===== config.mk =====
export PLATFORM = sky130hd
export DESIGN_NAME = order_flow_imbalance_accumulator_flat
export DESIGN_NICKNAME = d
export VERILOG_FILES = /design/src/sv/ofia_pkg.sv /design/src/sv/ofia_if.sv /design/src/sv/ofia_front.sv /design/src/sv/ofia_fifo.sv /design/src/sv/ofia_back.sv /design/src/sv/order_flow_imbalance_accumulator.sv /design/src/flat_wrapper.sv
export SDC_FILE = /design/constraint.sdc
export NUM_CORES = 2
export LEC_CHECK = 0
export ABC_AREA = 1
export BUFFER_PORTS_ARGS = -buffer_cell sky130_fd_sc_hd__buf_2
export CORE_ASPECT_RATIO = 1.4
export CORE_UTILIZATION = 50
export DETAILED_ROUTE_END_ITERATION = 12
export GPL_ROUTABILITY_DRIVEN = 0
export PLACE_DENSITY = 0.78
export SLEW_MARGIN = 10
export SYNTH_ARGS = -nofsm -noshare
export SYNTH_HDL_FRONTEND = slang
export SYNTH_SLANG_ARGS = --single-unit

===== constraint.sdc =====
create_clock -name clk -period 9.25 [get_ports clk]
set_input_delay 1.85 -clock clk [delete_from_list [all_inputs] [get_ports clk]]
set_output_delay 1.85 -clock clk [all_outputs]
set_load 0.02 [all_outputs]

===== src/sv/ofia_pkg.sv =====
package ofia_pkg;

  localparam int FIELD_BITS  = 32;
  localparam int NUM_BITS    = 64;
  localparam int DEN_BITS    = 48;
  localparam int OUT_BITS    = 17;
  localparam int QDIV_STEPS  = 15;
  localparam int QUEUE_DEPTH = 2;

  localparam int CMD_BITS = 2;
  localparam logic [CMD_BITS-1:0] CMD_TICK_BUY  = 2'd0;
  localparam logic [CMD_BITS-1:0] CMD_TICK_SELL = 2'd1;
  localparam logic [CMD_BITS-1:0] CMD_TICK_MID  = 2'd2;
  localparam logic [CMD_BITS-1:0] CMD_FLUSH     = 2'd3;

endpackage


===== src/sv/ofia_if.sv =====
interface ofia_req_if;
  logic                             valid;
  logic                             ready;
  logic                             req_type;
  logic [ofia_pkg::FIELD_BITS-1:0]  trade_price;
  logic [ofia_pkg::FIELD_BITS-1:0]  bid_price;
  logic [ofia_pkg::FIELD_BITS-1:0]  ask_price;
  logic [ofia_pkg::FIELD_BITS-1:0]  trade_size;

  modport source (output valid, req_type, trade_price, bid_price, ask_price, trade_size,
                  input ready);
  modport sink (input valid, req_type, trade_price, bid_price, ask_price, trade_size,
                output ready);
endinterface

interface ofia_rsp_if;
  logic                                valid;
  logic                                ready;
  logic signed [ofia_pkg::OUT_BITS-1:0] imbalance;

  modport source (output valid, imbalance, input ready);
  modport sink (input valid, imbalance, output ready);
endinterface


===== src/sv/ofia_front.sv =====
module ofia_front #(
  parameter int PW = 32,
  parameter int SW = 32,
  parameter int EW = ofia_pkg::CMD_BITS + 1 + 2 * PW + SW
) (
  ofia_req_if.sink        req,
  input  logic            full,
  output logic            push,
  output logic [EW-1:0]   push_data
);

  typedef struct packed {
    logic [ofia_pkg::CMD_BITS-1:0] cmd;
    logic                          neg;
    logic [PW-1:0]                 rem;
    logic [PW-1:0]                 spread;
    logic [SW-1:0]                 size;
  } entry_t;

  entry_t      entry;
  logic [PW-1:0] p;
  logic [PW-1:0] b;
  logic [PW-1:0] a;
  logic [PW:0]   twice;
  logic [PW:0]   sumq;
  logic [PW:0]   diff;
  logic          neg;

  assign p = req.trade_price[PW-1:0];
  assign b = req.bid_price[PW-1:0];
  assign a = req.ask_price[PW-1:0];

  assign twice = {p, 1'b0};
  assign sumq  = {1'b0, a} + {1'b0, b};
  assign neg   = twice < sumq;
  assign diff  = neg ? (sumq - twice) : (twice - sumq);

  always_comb begin
    entry.neg    = neg;
    entry.rem    = diff[PW-1:0];
    entry.spread = a - b;
    entry.size   = req.trade_size[SW-1:0];
    if (req.req_type) begin
      entry.cmd = ofia_pkg::CMD_FLUSH;
    end else if (p >= a) begin
      entry.cmd = ofia_pkg::CMD_TICK_BUY;
    end else if (p <= b) begin
      entry.cmd = ofia_pkg::CMD_TICK_SELL;
    end else begin
      entry.cmd = ofia_pkg::CMD_TICK_MID;
    end
  end

  // degenerate quotes are consumed without a queue entry
  assign req.ready = !full;
  assign push      = req.valid && !full && (req.req_type || (a > b));
  assign push_data = entry;

endmodule


===== src/sv/ofia_fifo.sv =====
module ofia_fifo #(
  parameter int DW = 8
) (
  input  logic          clk,
  input  logic          rst,
  input  logic          push,
  input  logic [DW-1:0] push_data,
  output logic          full,
  input  logic          pop,
  output logic [DW-1:0] pop_data,
  output logic          empty
);

  localparam int DEPTH = ofia_pkg::QUEUE_DEPTH;
  localparam int AW    = (DEPTH > 1) ? $clog2(DEPTH) : 1;
  localparam int CW    = $clog2(DEPTH + 1);

  logic [DW-1:0] mem [DEPTH];
  logic [AW-1:0] wptr;
  logic [AW-1:0] rptr;
  logic [CW-1:0] count;
  logic          do_push;
  logic          do_pop;

  assign full     = count == CW'(DEPTH);
  assign empty    = count == '0;
  assign do_push  = push && !full;
  assign do_pop   = pop && !empty;
  assign pop_data = mem[rptr];

  always_ff @(posedge clk) begin
    if (do_push) begin
      mem[wptr] <= push_data;
    end
  end

  always_ff @(posedge clk) begin
    if (rst) begin
      wptr  <= '0;
      rptr  <= '0;
      count <= '0;
    end else begin
      if (do_push) begin
        wptr <= (wptr == AW'(DEPTH - 1)) ? '0 : wptr + 1'b1;
      end
      if (do_pop) begin
        rptr <= (rptr == AW'(DEPTH - 1)) ? '0 : rptr + 1'b1;
      end
      if (do_push && !do_pop) begin
        count <= count + 1'b1;
      end else if (do_pop && !do_push) begin
        count <= count - 1'b1;
      end
    end
  end

endmodule


===== src/sv/ofia_back.sv =====
module ofia_back #(
  parameter int PW   = 32,
  parameter int SW   = 32,
  parameter int FRAC = 16,
  parameter int EW   = ofia_pkg::CMD_BITS + 1 + 2 * PW + SW
) (
  input  logic          clk,
  input  logic          rst,
  input  logic [EW-1:0] pop_data,
  input  logic          empty,
  output logic          pop,
  ofia_rsp_if.source    rsp
);

  localparam int NB = ofia_pkg::NUM_BITS;
  localparam int DB = ofia_pkg::DEN_BITS;
  localparam int OB = ofia_pkg::OUT_BITS;
  localparam int QS = ofia_pkg::QDIV_STEPS;
  localparam int RW = DB + 1;
  localparam int QW = (FRAC > QS) ? FRAC : QS;
  localparam int CW = $clog2(QW + 1);

  localparam logic [2:0] S_IDLE   = 3'd0;
  localparam logic [2:0] S_TDIV   = 3'd1;
  localparam logic [2:0] S_TMUL   = 3'd2;
  localparam logic [2:0] S_TACC   = 3'd3;
  localparam logic [2:0] S_FSTART = 3'd4;
  localparam logic [2:0] S_FDIV   = 3'd5;
  localparam logic [2:0] S_FEMIT  = 3'd6;

  typedef struct packed {
    logic [ofia_pkg::CMD_BITS-1:0] cmd;
    logic                          neg;
    logic [PW-1:0]                 rem;
    logic [PW-1:0]                 spread;
    logic [SW-1:0]                 size;
  } entry_t;

  entry_t           entry;
  logic [2:0]       state;
  logic [NB-1:0]    num;
  logic [DB-1:0]    den;
  logic [RW-1:0]    rem;
  logic [DB-1:0]    divisor;
  logic [QW-1:0]    quo;
  logic [CW-1:0]    cnt;
  logic [SW-1:0]    vsize;
  logic [SW-1:0]    vmag;
  logic             vneg;
  logic             fneg;
  logic [QS:0]      qmag;
  logic             ovalid;
  logic [OB-1:0]    odata;

  logic [RW-1:0]    shifted;
  logic             ge;
  logic [RW-1:0]    rem_step;
  logic [QW-1:0]    quo_step;
  logic [SW+FRAC-1:0] prod;
  logic [NB:0]      sv_ext;
  logic [NB:0]      sv;
  logic [NB:0]      nsum;
  logic [DB:0]      dsum;
  logic [NB-1:0]    mag64;

  assign entry = pop_data;
  assign pop   = (state == S_IDLE) && !empty;

  // one restoring division step
  assign shifted  = {rem[RW-2:0], 1'b0};
  assign ge       = shifted >= {1'b0, divisor};
  assign rem_step = ge ? (shifted - {1'b0, divisor}) : shifted;
  assign quo_step = {quo[QW-2:0], ge};

  assign prod   = vsize * quo[FRAC-1:0];
  assign sv_ext = {{(NB + 1 - SW){1'b0}}, vmag};
  assign sv     = vneg ? (~sv_ext + 1'b1) : sv_ext;
  assign nsum   = {num[NB-1], num} + sv;
  assign dsum   = {1'b0, den} + {{(DB + 1 - SW){1'b0}}, vsize};
  assign mag64  = num[NB-1] ? (NB'(0) - num) : num;

  assign rsp.valid     = ovalid;
  assign rsp.imbalance = odata;

  always_ff @(posedge clk) begin
    if (rst) begin
      state  <= S_IDLE;
      num    <= '0;
      den    <= '0;
      ovalid <= 1'b0;
    end else begin
      if (rsp.ready && (state != S_FEMIT)) begin
        ovalid <= 1'b0;
      end
      case (state)
        S_IDLE: begin
          if (!empty) begin
            vsize   <= entry.size;
            rem     <= {{(RW - PW){1'b0}}, entry.rem};
            divisor <= {{(DB - PW){1'b0}}, entry.spread};
            quo     <= '0;
            case (entry.cmd)
              ofia_pkg::CMD_TICK_BUY: begin
                vmag  <= entry.size;
                vneg  <= 1'b0;
                state <= S_TACC;
              end
              ofia_pkg::CMD_TICK_SELL: begin
                vmag  <= entry.size;
                vneg  <= 1'b1;
                state <= S_TACC;
              end
              ofia_pkg::CMD_TICK_MID: begin
                vneg  <= entry.neg;
                cnt   <= CW'(FRAC);
                state <= S_TDIV;
              end
              default: begin
                state <= S_FSTART;
              end
            endcase
          end
        end
        S_TDIV: begin
          rem <= rem_step;
          quo <= quo_step;
          cnt <= cnt - 1'b1;
          if (cnt == CW'(1)) begin
            state <= S_TMUL;
          end
        end
        S_TMUL: begin
          vmag  <= prod[SW+FRAC-1:FRAC];
          state <= S_TACC;
        end
        S_TACC: begin
          if (nsum[NB] != nsum[NB-1]) begin
            num <= nsum[NB] ? {1'b1, {(NB - 1){1'b0}}} : {1'b0, {(NB - 1){1'b1}}};
          end else begin
            num <= nsum[NB-1:0];
          end
          den   <= dsum[DB] ? {DB{1'b1}} : dsum[DB-1:0];
          state <= S_IDLE;
        end
        S_FSTART: begin
          fneg    <= num[NB-1];
          rem     <= {1'b0, mag64[DB-1:0]};
          divisor <= den;
          quo     <= '0;
          cnt     <= CW'(QS);
          if (den == '0) begin
            qmag  <= '0;
            state <= S_FEMIT;
          end else if (mag64 >= {{(NB - DB){1'b0}}, den}) begin
            qmag  <= {1'b1, {QS{1'b0}}};
            state <= S_FEMIT;
          end else begin
            state <= S_FDIV;
          end
        end
        S_FDIV: begin
          rem <= rem_step;
          quo <= quo_step;
          cnt <= cnt - 1'b1;
          if (cnt == CW'(1)) begin
            qmag  <= {1'b0, quo_step[QS-1:0]};
            state <= S_FEMIT;
          end
        end
        S_FEMIT: begin
          if (!ovalid || rsp.ready) begin
            ovalid <= 1'b1;
            odata  <= fneg ? (OB'(0) - {1'b0, qmag}) : {1'b0, qmag};
            num    <= '0;
            den    <= '0;
            state  <= S_IDLE;
          end
        end
        default: begin
          state <= S_IDLE;
        end
      endcase
    end
  end

endmodule


===== src/sv/order_flow_imbalance_accumulator.sv =====
// a tick inside the spread is divided, scaled and accumulated; a tick at or beyond a quote is
// only accumulated; a flush runs the shared restoring divider (skipped for a zero or saturating
// result) and waits for the output register to be free; one transaction per back-end pass, with
// the next queue entry popped only when the pass is done; queue of two
// degenerate-quote ticks are consumed by the front end and never reach the queue
// reset: synchronous, clears both sums, the queue and the output valid
module order_flow_imbalance_accumulator #(
  parameter int PRICE_BITS = 32,
  parameter int SIZE_BITS  = 32,
  parameter int FRAC_BITS  = 16
) (
  input logic        clk,
  input logic        rst,
  ofia_req_if.sink   req,
  ofia_rsp_if.source rsp
);

  localparam int PW = (PRICE_BITS < ofia_pkg::FIELD_BITS) ? PRICE_BITS : ofia_pkg::FIELD_BITS;
  localparam int SW = (SIZE_BITS < ofia_pkg::FIELD_BITS) ? SIZE_BITS : ofia_pkg::FIELD_BITS;
  localparam int EW = ofia_pkg::CMD_BITS + 1 + 2 * PW + SW;

  logic          push;
  logic [EW-1:0] push_data;
  logic          full;
  logic          pop;
  logic [EW-1:0] pop_data;
  logic          empty;

  ofia_front #(.PW(PW), .SW(SW), .EW(EW)) u_front (
    .req       (req),
    .full      (full),
    .push      (push),
    .push_data (push_data)
  );

  ofia_fifo #(.DW(EW)) u_fifo (
    .clk       (clk),
    .rst       (rst),
    .push      (push),
    .push_data (push_data),
    .full      (full),
    .pop       (pop),
    .pop_data  (pop_data),
    .empty     (empty)
  );

  ofia_back #(.PW(PW), .SW(SW), .FRAC(FRAC_BITS), .EW(EW)) u_back (
    .clk      (clk),
    .rst      (rst),
    .pop_data (pop_data),
    .empty    (empty),
    .pop      (pop),
    .rsp      (rsp)
  );

endmodule


===== src/flat_wrapper.sv =====
// flat-port wrapper written by rule: the top's interface ports become plain ports
module order_flow_imbalance_accumulator_flat 
#(
  parameter int PRICE_BITS = 32,
  parameter int SIZE_BITS  = 32,
  parameter int FRAC_BITS  = 16
)
  (clk, rst, req_valid, req_req_type, req_trade_price, req_bid_price, req_ask_price, req_trade_size, req_ready, rsp_valid, rsp_imbalance, rsp_ready);
  ofia_req_if req_i ();
  ofia_rsp_if rsp_i ();
  input logic clk;
  input logic rst;
  input wire logic [$bits(req_i.valid)-1:0] req_valid;
  input wire logic [$bits(req_i.req_type)-1:0] req_req_type;
  input wire logic [$bits(req_i.trade_price)-1:0] req_trade_price;
  input wire logic [$bits(req_i.bid_price)-1:0] req_bid_price;
  input wire logic [$bits(req_i.ask_price)-1:0] req_ask_price;
  input wire logic [$bits(req_i.trade_size)-1:0] req_trade_size;
  output wire logic [$bits(req_i.ready)-1:0] req_ready;
  output wire logic [$bits(rsp_i.valid)-1:0] rsp_valid;
  output wire logic [$bits(rsp_i.imbalance)-1:0] rsp_imbalance;
  input wire logic [$bits(rsp_i.ready)-1:0] rsp_ready;
  assign req_i.valid = req_valid;
  assign req_i.req_type = req_req_type;
  assign req_i.trade_price = req_trade_price;
  assign req_i.bid_price = req_bid_price;
  assign req_i.ask_price = req_ask_price;
  assign req_i.trade_size = req_trade_size;
  assign req_ready = req_i.ready;
  assign rsp_valid = rsp_i.valid;
  assign rsp_imbalance = rsp_i.imbalance;
  assign rsp_i.ready = rsp_ready;
  order_flow_imbalance_accumulator #(.PRICE_BITS(PRICE_BITS), .SIZE_BITS(SIZE_BITS), .FRAC_BITS(FRAC_BITS)) u_core (.clk(clk), .rst(rst), .req(req_i), .rsp(rsp_i));
endmodule

**Word level (Yosys, flattened, before mapping)**

Memories as Yosys holds them, arrays and structs flattened. A register that Yosys moved wholly into a read port is not among the register bits.
Index checks and enable logic that the tools add are counted.

- Register bits: 336
- Bits in writable memories: 198
- Bits of input ports: 133
- Word-level logic and storage cells: 153
- Memories: 1

- $add $sub $neg: 15
- Multiply operators: 1
- Magnitude comparators: 6
- Eq/ne operators: 19
- Muxes and demuxes: 51
- Bitwise logic cells: 3
- Reduce and logical (&&, ||, !) cells: 39

Memories:

| memory | depth | width | rd ports | clocked after Yosys merged registers in | wr ports | RTL line | text |
|---|---|---|---|---|---|---|---|
| u_core.u_fifo.mem | 2 | 99 | 1 | 1 | 1 | ofia_fifo.sv:18 | `logic [DW-1:0] mem [DEPTH];` |

Operators with widths:

| kind | count |
|---|---|
| 2-to-1 mux 64 bit | 4 |
| 2-to-1 mux 48 bit | 5 |
| one-hot mux 48 bit (2 select lines) | 2 |
| one-hot mux 48 bit (3 select lines) | 1 |
| one-hot mux 64 bit (2 select lines) | 1 |
| 2-to-1 mux 32 bit | 3 |
| subtractor 32 bit | 3 |
| 2-to-1 mux 16 bit | 5 |
| adder 65 x 1 -> 65 bit (second input constant) | 1 |
| adder 65 bit | 1 |
| 2-to-1 mux 65 bit | 1 |
| NOT 32 -> 65 bit | 1 |
| >= comparator 64 x 48 -> 1 bit | 1 |
| one-hot mux 32 bit (2 select lines) | 1 |
| subtractor 1 x 64 -> 64 bit (first input constant) | 1 |
| adder 48 x 32 -> 49 bit | 1 |
| >= comparator 49 x 48 -> 1 bit | 1 |
| zero test 48 bit | 1 |
| multiplier 32 x 16 -> 48 bit | 1 |
| one-hot mux 16 bit (3 select lines) | 1 |
| subtractor 48 bit | 1 |
| adder 32 x 32 -> 33 bit | 1 |
| less-than comparator 33 bit | 1 |
| >= comparator 32 bit | 1 |
| other kinds (38) | 94 |

**Longest topological paths before layout**

- Word-level depth: 9
- Gate-level depth with buffers: 32

**Hierarchy**

A second synthesis with hierarchy kept.

- Cell total of the unflattened synthesis: 8,917
- Area total of the unflattened synthesis: 64,001.4 µm²

By module, submodules not included:

| module | instances | cells an instance | area each (µm²) | seq. area each (µm²) |
|---|---|---|---|---|
| ofia_back | 1 | 6,467 | 45,434.8 | 8,808.4 |
| ofia_front | 1 | 2,105 | 11,151.9 | 0.0 |
| ofia_fifo | 1 | 345 | 7,414.6 | 6,045.8 |

**Worst setup path before layout**

Ideal clock, no wire load.

- Path type: input-to-reg
- From: in req_ask_price[0]
- To: mem u_core.u_fifo.mem[1][0] (netlist bit), enable pin
- Library setup time: 0.557 ns
- Arrival time: 7.972 ns
- Data required time: 8.693 ns
- Path slack: 0.721 ns
- Cell stages on the path: 14
- Buffers on the path: 0
- Cell sequence: inv_1 > ha_1 > fa_1 > o21ai_0 > nand2_1 > nand2_1 > a21oi_1 > o21ai_0 > a21oi_1 > o21ai_0 > o41ai_1 > nand2_1 > nand3_1 > nor2_1

- Cells in the longest elaborated chain, start to end: 6

RTL lines:

| what | RTL line | text |
|---|---|---|
| from (decl) | flat_wrapper.sv:17 | `input wire logic [$bits(req_i.ask_price)-1:0] req_ask_price;` |
| > comparator 32 bit | ofia_front.sv:56 | `assign push = req.valid && !full && (req.req_type \|\| (a > b));` |
| logical OR 1 bit | ofia_front.sv:56 |  |
| logical AND 1 bit | ofia_front.sv:56 |  |
| logical AND 1 bit | ofia_fifo.sv:27 | `assign do_push = push && !full;` |
| 2-to-1 mux 1 bit | ofia_fifo.sv:32 | `if (do_push) begin` |
| 2-to-1 mux 1 bit (not written as such) | ofia_fifo.sv:33 | `mem[wptr] <= push_data;` |
| to (decl) | ofia_fifo.sv:18 |  |

Every way passes these cells.

**Worst setup path in the final report**

- From: reg u_core.u_back.vsize[5]
- To: reg u_core.u_back.vmag[24], data pin

- Cells in the longest elaborated chain, start to end: 2

RTL lines:

| what | RTL line | text |
|---|---|---|
| from (decl) | ofia_back.sv:47 | `logic [SW-1:0] vsize;` |
| from (signal assigned) | ofia_back.sv:98 | `vsize <= entry.size;` |
| multiplier 32 x 16 -> 48 bit | ofia_back.sv:75 | `assign prod = vsize * quo[FRAC-1:0];` |
| one-hot mux 32 bit (2 select lines) | ofia_back.sv:95 | `case (state)` |
| to (signal assigned) | ofia_back.sv:104 | `vmag <= entry.size;` |
| to (signal assigned) | ofia_back.sv:109 | `vmag <= entry.size;` |
| to (signal assigned) | ofia_back.sv:133 | `vmag <= prod[SW+FRAC-1:FRAC];` |
| to (decl) | ofia_back.sv:48 | `logic [SW-1:0] vmag;` |

Every way passes these cells.
A chain may end at the register's enable or synchronous reset.

==> summary.md <==
| Metric | Value |
|---|---|
| Core Region | `119000 um2` |
| DRT antenna net count | `0` |
| Crit end category | `register` |
| Worst path depth | `23` |
| CTS Hold Buffers Added | `0` |
| Max Slew Vio Count | `0` |
| GR Layer Usage met3 | `0.0563` |
| Fin cells | `9770` |
| CP endpoint | `u_core.u_back.vmag[24]` |
| Slew headroom | `0.148` |
| TNS Setup | `0 ps` |
| Critical path startpoint | `u_core.u_back.vsize[5]` |
| Ys flop type | `edfxtp_1` |
| Crit path arrival time | `about 7600 ps` |
| Vias in the first global route | `55300` |
| Port Buffers | `151` |
| Req. time, crit path | `roughly 9600 ps` |
| CP cell instances | `nand2_1 -> fa_1 -> inv_1 -> fa_1 -> inv_1 -> fa_1 -> inv_1 -> fa_1 -> fa_1 -> fa_1 -> ha_1 -> a21oi_1 -> o21ai_0 -> a21oi_1 -> nand2_1 -> nand2_1 -> nand2_1 -> nand2_1 -> nand2_1 -> nand3b_1 -> nand2_1 -> xnor2_1 -> o21ai_0` |
| Die height | `413 um` |
| Final Hold Vio Count | `0` |
| Hold WC Path Type | `register to register` |
| Total track usage | `0.316` |
| Total CTS buffers | `slightly above 50` |
| DRT iter0 DRCs | `5764` |
| CP most frequent cell | `nand2_1` |
| Yosys reg bits | `533` |
| Post-Syn Nets | `9220` |
| Ys async rst share | `0` |
| Inst Count DP | `9673` |
| Post-DP HPWL | `between 150000 and 200000 um` |
| Max FO, Critical Path | `17` |
| Mapped Cells | `8154` |
| Routed wire length | `around 190000 um` |
| Global-route wire length before repair | `299000 um` |
| Gr ovfl total | `0` |
| GR peak layer | `met2` |
| Initial antenna violation count | `6` |
| Clk buf depth | `3` |
| Yosys warnings | `0` |
| Vias per inst | `5.76` |
| Seq/Total Area, Yosys | `0.246` |
| Post-synth EDFFs | `412` |
| CTS tree | `built` |
| Clk_lat worst skew | `roughly 670 ps` |
| Reg clk slew, reported paths | `approximately 70 ps` |
| Clk sinks | `roughly 530` |
| R2r setup slk | `slightly above 2000 ps` |
| Final core occ | `0.537` |
| CP delay by family, top | `adder cells` |
| 1st-pass router iterations | `6` |
| Clock Skew | `55.1 ps` |
| Post-DR wirelength/cell | `19.8 um` |
| Critical path buffer and inverter count | `3` |
| RSZ-0062 raised after global routing | `no` |
| Status | `finished, final reports clean` |
| Grt met2 use | `0.507` |
| Reg2reg start | `u_core.u_back.vsize[5]` |
| Synth cell types | `just under 70` |
| Avg Inst Size Synth | `7.38 um2` |
| Chip width | `295 um` |
| Row Count | `150` |
| Worst-Margin Slew | `1270 ps` |
| Die area | `122000 um2` |
| Reg2reg path depth | `23` |
| Total of max-cap violations | `0` |
| Final min period | `~7200 ps` |
| Nets | `9196` |
| Period utilization | `0.777` |
| Layout cells sized above 1 | `0.0477` |
| Post-CTS Setup Inserts | `0` |
| Area grow syn2layout | `6.41%` |
| Critical path type | `register to register` |
| Final setup viols | `0` |
| DRC | `0` |
| Worst Setup Start Kind | `register` |
| Root buffer cell | `clkbuf_16` |
| Multi-input gate area in the final layout | `between 30000 and 40000 um2` |
| Vias | `56300` |
| Pin count of the biggest net entering global routing | `93` |
| Max stage delay on crit path | `980 ps` |
| CP max-delay cell | `edfxtp_1` |
| Hold path start | `u_core.u_back.den[46]` |
| Max Fclk | `139 MHz` |
| Synth Cell Area | `roughly 60000 um2` |
| Top-level I/O count | `around 150` |
| Initial core utilization | `0.504` |
| Met1 usage | `0.382` |
| FF+latch area | `14800 um2` |
| Critical R2R Capture | `u_core.u_back.vmag[24]` |
| Layout fillers | `11300` |
| H-tree depth | `2` |
| # resized after CTS | `0` |
==> layout by cell type, fill, tap and decap left out, types with 21 or more instances in the layout <==
cell | synthesis | final
a21o_1 | 32 | 32
a21oi_1 | 670 | 669
a21oi_2 | 21 | 21
a31oi_1 | 86 | 86
buf_2 | 16 | 150
buf_4 | 4 | 56
clkbuf_16 | 0 | 51
dfxtp_1 | 121 | 119
edfxtp_1 | 412 | 412
fa_1 | 424 | 424
ha_1 | 509 | 509
inv_1 | 1471 | 1469
nand2_1 | 1945 | 1945
nand3_1 | 209 | 208
nand4_1 | 49 | 49
nor2_1 | 701 | 697
nor3_1 | 73 | 69
nor4_1 | 39 | 39
o211ai_1 | 27 | 27
o21a_1 | 33 | 33
o21ai_0 | 461 | 460
o21ai_2 | 23 | 23
o21bai_1 | 29 | 29
xnor2_1 | 109 | 109
xor2_1 | 236 | 236
==> sequential cells by signal, indices dropped and copies added (netlist names), named ones only <==
signal                       count
u_core.u_back.fneg               1
u_core.u_back.rem               48
u_core.u_fifo.rptr               1
u_core.u_back.divisor           48
u_core.u_back.vmag              32
u_core.u_back.state              3
u_core.u_fifo.count              2
u_core.u_back.qmag              16
u_core.u_back.num               64
u_core.u_back.rsp.valid          1
u_core.u_back.cnt                5
u_core.u_back.den               48
u_core.u_back.vsize             32
u_core.u_back.rsp.imbalance     17
u_core.u_fifo.wptr               1
u_core.u_fifo.mem              196
u_core.u_back.quo               16
u_core.u_back.vneg               1
==> through the flow <==
step / setup WS (ps) / hold WS [ps] / instance area, um2
3_5_place_dp: 2110 / 457 / 62300
3_3_place_gp: 2310 / 442 / 62300
4_1_cts: 2180 / 467 / 64000
2_1_floorplan: 721 / 445 / 60200
6_report: 2060 / 470 / 64100
5_1_grt: 1820 / 491 / 64100
==> metal layers <==
layer | wire length [um] | vias to the layer above
met4 | 16400 | 4
met2 | 87200 | 3143
met5 | 28 | -
met3 | 19500 | 886
li1 | - | 26000
met1 | 70400 | 26300
==> cells in the mapped netlist (12+ instances only) <==
library cell | instances | area (um2)
nand4_1 | 49 | 307
or2_2 | 13 | 81.3
o211ai_1 | 27 | 203
a21oi_1 | 670 | 3350
a22oi_1 | 14 | 105
xnor2_1 | 109 | 955
a21oi_2 | 21 | 184
nor3_1 | 73 | 365
fa_1 | 424 | 8490
ha_1 | 509 | 6370
o21a_1 | 33 | 248
xor2_1 | 236 | 2070
nand3_1 | 209 | 1050
o221ai_1 | 12 | 105
a21boi_0 | 15 | 113
o21ai_1 | 13 | 65.1
o21ai_2 | 23 | 201
buf_2 | 16 | 80.1
nor2_1 | 701 | 2630
clkbuf_1 | 248 | 931
inv_1 | 1471 | 5520
a31oi_1 | 86 | 538
nand3b_1 | 14 | 105
edfxtp_1 | 412 | 12400
o21ai_0 | 461 | 2310
a21o_1 | 32 | 240
nor4_1 | 39 | 244
nand2_1 | 1945 | 7300
o21bai_1 | 29 | 218
dfxtp_1 | 121 | 2420
==> cell type report <==
| cell class | instances | area share |
|---|---|---|
| diodes | 2 | 0.0000781 |
| clock buffers | 60 | 0.0206 |
| repair buffers | 208 | 0.0189 |
| clock inverters | 35 | 0.00645 |
| inverters | 1478 | 0.0866 |
| flip-flops and latches | 533 | 0.231 |
| multi-input cells | 5858 | 0.605 |
| well taps | 1596 | 0.0312 |
==> worst min-delay path by stage <==
stage / end / depth (start not counted) / slack (ps)
after global placement: register / 2 / 440
after CTS: u_core.u_back.den[46] / 2 / 470
after global routing: u_core.u_back.den[36] / 2 / 490
after floorplan: u_core.u_back.den[46] / 2 / 450
after detailed placement: u_core.u_back.den[46] / 2 / 460
final: u_core.u_back.den[46] / 2 / 470
==> logic make-up after synthesis <==
family | share of synthesized area
simple gates | 0.206
buf+inv | 0.112
compound gates | 0.139
fa+ha+maj | 0.247
flops | 0.246
xor+xnor | 0.0509
mux | 0.000333
==> tightest hold or removal path, stage by stage (launching register included) <==
cell     delay (ps)
dfxtp_1         310
nand2_1          60
a21oi_1          60
Power is not shown: default switching activity piles up to over one toggle a cycle in this logic, so the estimate is an artifact.
